<file path="src/hdl/brb_pkg.sv">
// Package for the byte ring buffer with rewind history.
// Holds the sizes, command and status codes, controller states and the
// command/status structs shared by the controller and the datapath.
package brb_pkg;

	localparam int BUFFER_BYTES    = 4096;
	localparam int RESERVE_DIVISOR = 16;

	localparam int ADDR_W    = $clog2(BUFFER_BYTES);
	localparam int COUNT_W   = ADDR_W + 1;
	localparam int POS_W     = 64;
	localparam int OUT_POS_W = 63;
	localparam int RESERVE_W = 12;
	localparam int CMD_W     = 3;
	localparam int STATUS_W  = 2;
	localparam int BYTE_W    = 8;

	localparam logic [COUNT_W-1:0]   BUF_COUNT     = COUNT_W'(BUFFER_BYTES);
	localparam logic [RESERVE_W-1:0] RESERVE_RESET = RESERVE_W'(BUFFER_BYTES / RESERVE_DIVISOR);

	localparam logic [CMD_W-1:0] CMD_WRITE    = 3'd0;
	localparam logic [CMD_W-1:0] CMD_READ     = 3'd1;
	localparam logic [CMD_W-1:0] CMD_SEEK_REL = 3'd2;
	localparam logic [CMD_W-1:0] CMD_SEEK_ABS = 3'd3;
	localparam logic [CMD_W-1:0] CMD_FLUSH    = 3'd4;

	localparam logic [STATUS_W-1:0] STAT_OK        = 2'd0;
	localparam logic [STATUS_W-1:0] STAT_FULL      = 2'd1;
	localparam logic [STATUS_W-1:0] STAT_EMPTY     = 2'd2;
	localparam logic [STATUS_W-1:0] STAT_OUT_RANGE = 2'd3;

	typedef enum logic [2:0] {
		ST_IDLE,
		ST_CALC,
		ST_CHECK,
		ST_APPLY,
		ST_DONE
	} state_t;

	typedef struct packed {
		logic capture;
		logic calc;
		logic check;
		logic apply;
		logic load_out;
	} brb_cmd_t;

	typedef struct packed {
		logic out_free;
	} brb_stat_t;

endpackage

</file>
<file path="src/hdl/brb_ctrl.sv">
// Controller state machine of the byte ring buffer.
// Steps each request through calc, check, apply and result hand-off.
// Depends on brb_pkg.
module brb_ctrl
	import brb_pkg::*;
(
	input  logic      clk,
	input  logic      arst_n,
	input  logic      in_valid,
	output logic      in_stall,
	output logic      cfg_ready,
	input  brb_stat_t stat,
	output brb_cmd_t  cmd
);

	state_t state_q;
	state_t state_next;

	always_ff @(posedge clk or negedge arst_n) begin
		if (!arst_n) begin
			state_q <= ST_IDLE;
		end else begin
			state_q <= state_next;
		end
	end

	always_comb begin
		state_next = state_q;
		unique case (state_q)
			ST_IDLE: begin
				if (in_valid) begin
					state_next = ST_CALC;
				end
			end
			ST_CALC:  state_next = ST_CHECK;
			ST_CHECK: state_next = ST_APPLY;
			ST_APPLY: state_next = ST_DONE;
			ST_DONE: begin
				if (stat.out_free) begin
					state_next = ST_IDLE;
				end
			end
			default: state_next = ST_IDLE;
		endcase
	end

	always_comb begin
		cmd          = '0;
		in_stall     = 1'b1;
		cfg_ready    = 1'b0;
		unique case (state_q)
			ST_IDLE: begin
				in_stall    = 1'b0;
				cfg_ready   = 1'b1;
				cmd.capture = in_valid;
			end
			ST_CALC:  cmd.calc  = 1'b1;
			ST_CHECK: cmd.check = 1'b1;
			ST_APPLY: cmd.apply = 1'b1;
			ST_DONE:  cmd.load_out = stat.out_free;
			default: begin
				in_stall = 1'b1;
			end
		endcase
	end

endmodule

</file>
<file path="config.mk">
export PLATFORM = sky130hd
export DESIGN_NAME = brb_ctrl
export DESIGN_NICKNAME = d
export VERILOG_FILES = /design/src/hdl/brb_pkg.sv /design/src/hdl/brb_ctrl.sv
export SDC_FILE = /design/constraint.sdc
export NUM_CORES = 1
export LEC_CHECK = 0
export BUFFER_PORTS_ARGS = -buffer_cell sky130_fd_sc_hd__buf_2
export CORE_AREA = 5 5 42 44
export CTS_CLUSTER_DIAMETER = 120
export DETAILED_ROUTE_END_ITERATION = 12
export DIE_AREA = 0 0 47 49
export PLACE_DENSITY = 0.36
export SKIP_LAST_GASP = 1
export SYNTH_ARGS = -nofsm -noshare
export SYNTH_HDL_FRONTEND = slang
export SYNTH_SLANG_ARGS = --single-unit
</file>
<file path="constraint.sdc">
create_clock -name clk -period 3.7 [get_ports clk]
set_clock_uncertainty 0.15 [all_clocks]
set_input_delay 1.11 -clock clk [delete_from_list [all_inputs] [get_ports clk]]
set_output_delay 1.11 -clock clk [all_outputs]
set_load 0.1 [all_outputs]
</file>
==> impl_results.md <==
- Run status: finished, final reports clean
- Synth Instances: 20
- RSZ-0062 raised after global routing: false
- Final #Nets: 36
- Post-layout min period: 3.051 ns
- Crit end category: output port
- Synth area leader: dfrtp_1
- ANT nets after route: 0
- Slew at the pin closest to its max-slew limit: 0.4885 ns
- Synth Cell Area: 190.2 um^2
- Syn avg cell area: 9.509 um^2
- Count of buffers from port buffering: 10
- Number of DRC markers in iteration 0: 2
- Most frequent cells in the layout: buf_2, clkbuf_4, dfrtp_1
- Area grow syn2layout: 46.05%
- Hold-fix buffers, CTS: 0
- Critical path depth: 4
- Largest register by flop count: state_q
- CTS Root Buffer Type: clkbuf_4
- Most common cell after layout, fill and taps aside: buf_2
- Core Region: 1401 um^2
- Yosys warning count: 0
- Final hold vios: 0
- CP max stage cell: buf_2
- Standard-cell rows: 14
- DRT Wirelength: 439 um
- Sum of negative setup slack: 0 ns
- Startpoint types: input pin
- Avg WL per Cell: 9.340 um
- WP buf/inv: 2
- CP max FO: 2
- Die Span Y: 49 um
- Synth top area share: 0.3947
- Max Cap Viol: 0
- F_max: 0.3278 GHz
- Largest net degree at the start of global routing: 9
- RD Place Congestion: 0.6344
- Mapped Nets: 24
- Cell family with most CP delay: buffers and inverters
- CP arrival: 1.79 ns
- TritonCTS Buffers: 3
- CTS tree: built
- Worst slew margin: 0.6766
- Worst-skew pair later-pin latency: 0.23 ns
- Post-CTS sizing: 0
- Initial antenna violation count: 0
- Clock buffer depth: 2
- Synthesis-stage register bit count: 3
- Yosys cell types: 15
- Total congestion overflow: 0
- Final period util: 0.8245
- Vias in the first global route: 170
- Post-route DRC: 0
- Via Count: 168
- Starting Density: 0.1357
- WP data required: 2.44 ns
- # IOs: 11
- Biggest regs: state_q: 3 flops
- Final instance area: 277.8 um^2
- Share of cells above drive strength 1: 0.6452
- Die width: 47 um
- Max reg flops: 3
- Worst reg-to-reg path cell count: 2
- Post-synthesis sequential area ratio: 0.3947
- Antenna diode count: 0
- Die Area: 2303 um^2
- Worst hold slack: 0.4533 ns
- Via-to-Cell Ratio: 3.574
- CP max stage delay: 0.44 ns
- Total routing usage reported by global routing: 0.04802
- H-tree levels: 1
- Crit Path Category: in -> out
- Worst hold stages: 1
- Clock sink total: 3
- Crit path top cell by count: buf_2
- First-pass GRT wire length: 690 um
- Iteration count of the initial detailed-routing pass: 2
- Postcts setup bufs: 0
- Pins over their slew limit: 0
- HP Class: reg -> reg
- DP Area: 251.5 um^2
- Worst path cell trace: buf_2 > nand2_1 > nor3_2 > buf_2
- Setup violators final: 0
- Clk slew on worst S/H paths: 0.04 ns
- Largest cells by area after synthesis: dfrtp_1, nor3b_1, buf_6
- Post-Route Utilization: 0.1982
## final timing paths
check	slack, ns	startpoint	endpoint
min in group asynchronous	0.51	arst_n	state_q[2]
setup reg to reg	2.41	state_q[2]	state_q[2]
hold / removal	0.45	state_q[2]	state_q[1]
max in group asynchronous	2.78	arst_n	state_q[1]
hold reg to reg	0.45	state_q[2]	state_q[1]
setup / recovery	0.65	stat	cmd[0]
## per-layer routing
metal / global-route usage / wire length [um]
met5: 0 / 0
met4: 0.08295 / 14
met3: 0.02583 / 37
met2: 0.04977 / 205
met1: 0.04656 / 180
## logic make-up after synthesis
group                  share of synthesized area
AND/OR/NAND/NOR                           0.4145
buffers and inverters                     0.1447
flip-flops                                0.3947
XOR/XNOR                                 0.04606
## stage by stage
stage | setup slack (ns) | cells
5_1_grt | 0.6236 | 47
3_5_place_dp | 0.6454 | 43
3_3_place_gp | 0.6460 | 43
4_1_cts | 0.6399 | 47
2_1_floorplan | 0.1119 | 20
6_report | 0.6495 | 47
## cell type report
type	count	area, um^2
repair buffers	10	50.05
clock buffers	4	26.28
well taps	16	20.02
inverters	1	3.754
flip-flops and latches	3	75.07
fillers	174	1124
multi-input cells	13	102.6
## synthesized netlist by cell type
library cell	count
and2_1	1
and3b_2	1
buf_2	1
buf_4	1
buf_6	1
dfrtp_1	3
inv_2	1
nand2_1	1
nor2_1	2
nor3_1	2
nor3b_1	2
nor4b_1	1
or2_2	1
or3_4	1
xnor2_1	1
## worst reg2reg max path: cells and delay by family, from the launching register on
family | cells | cell delay, ns
DFF | 1 | 0.48
and+or+nand+nor | 2 | 0.54
Power is not shown: default switching activity piles up to over one toggle a cycle in this logic, so the estimate is an artifact.
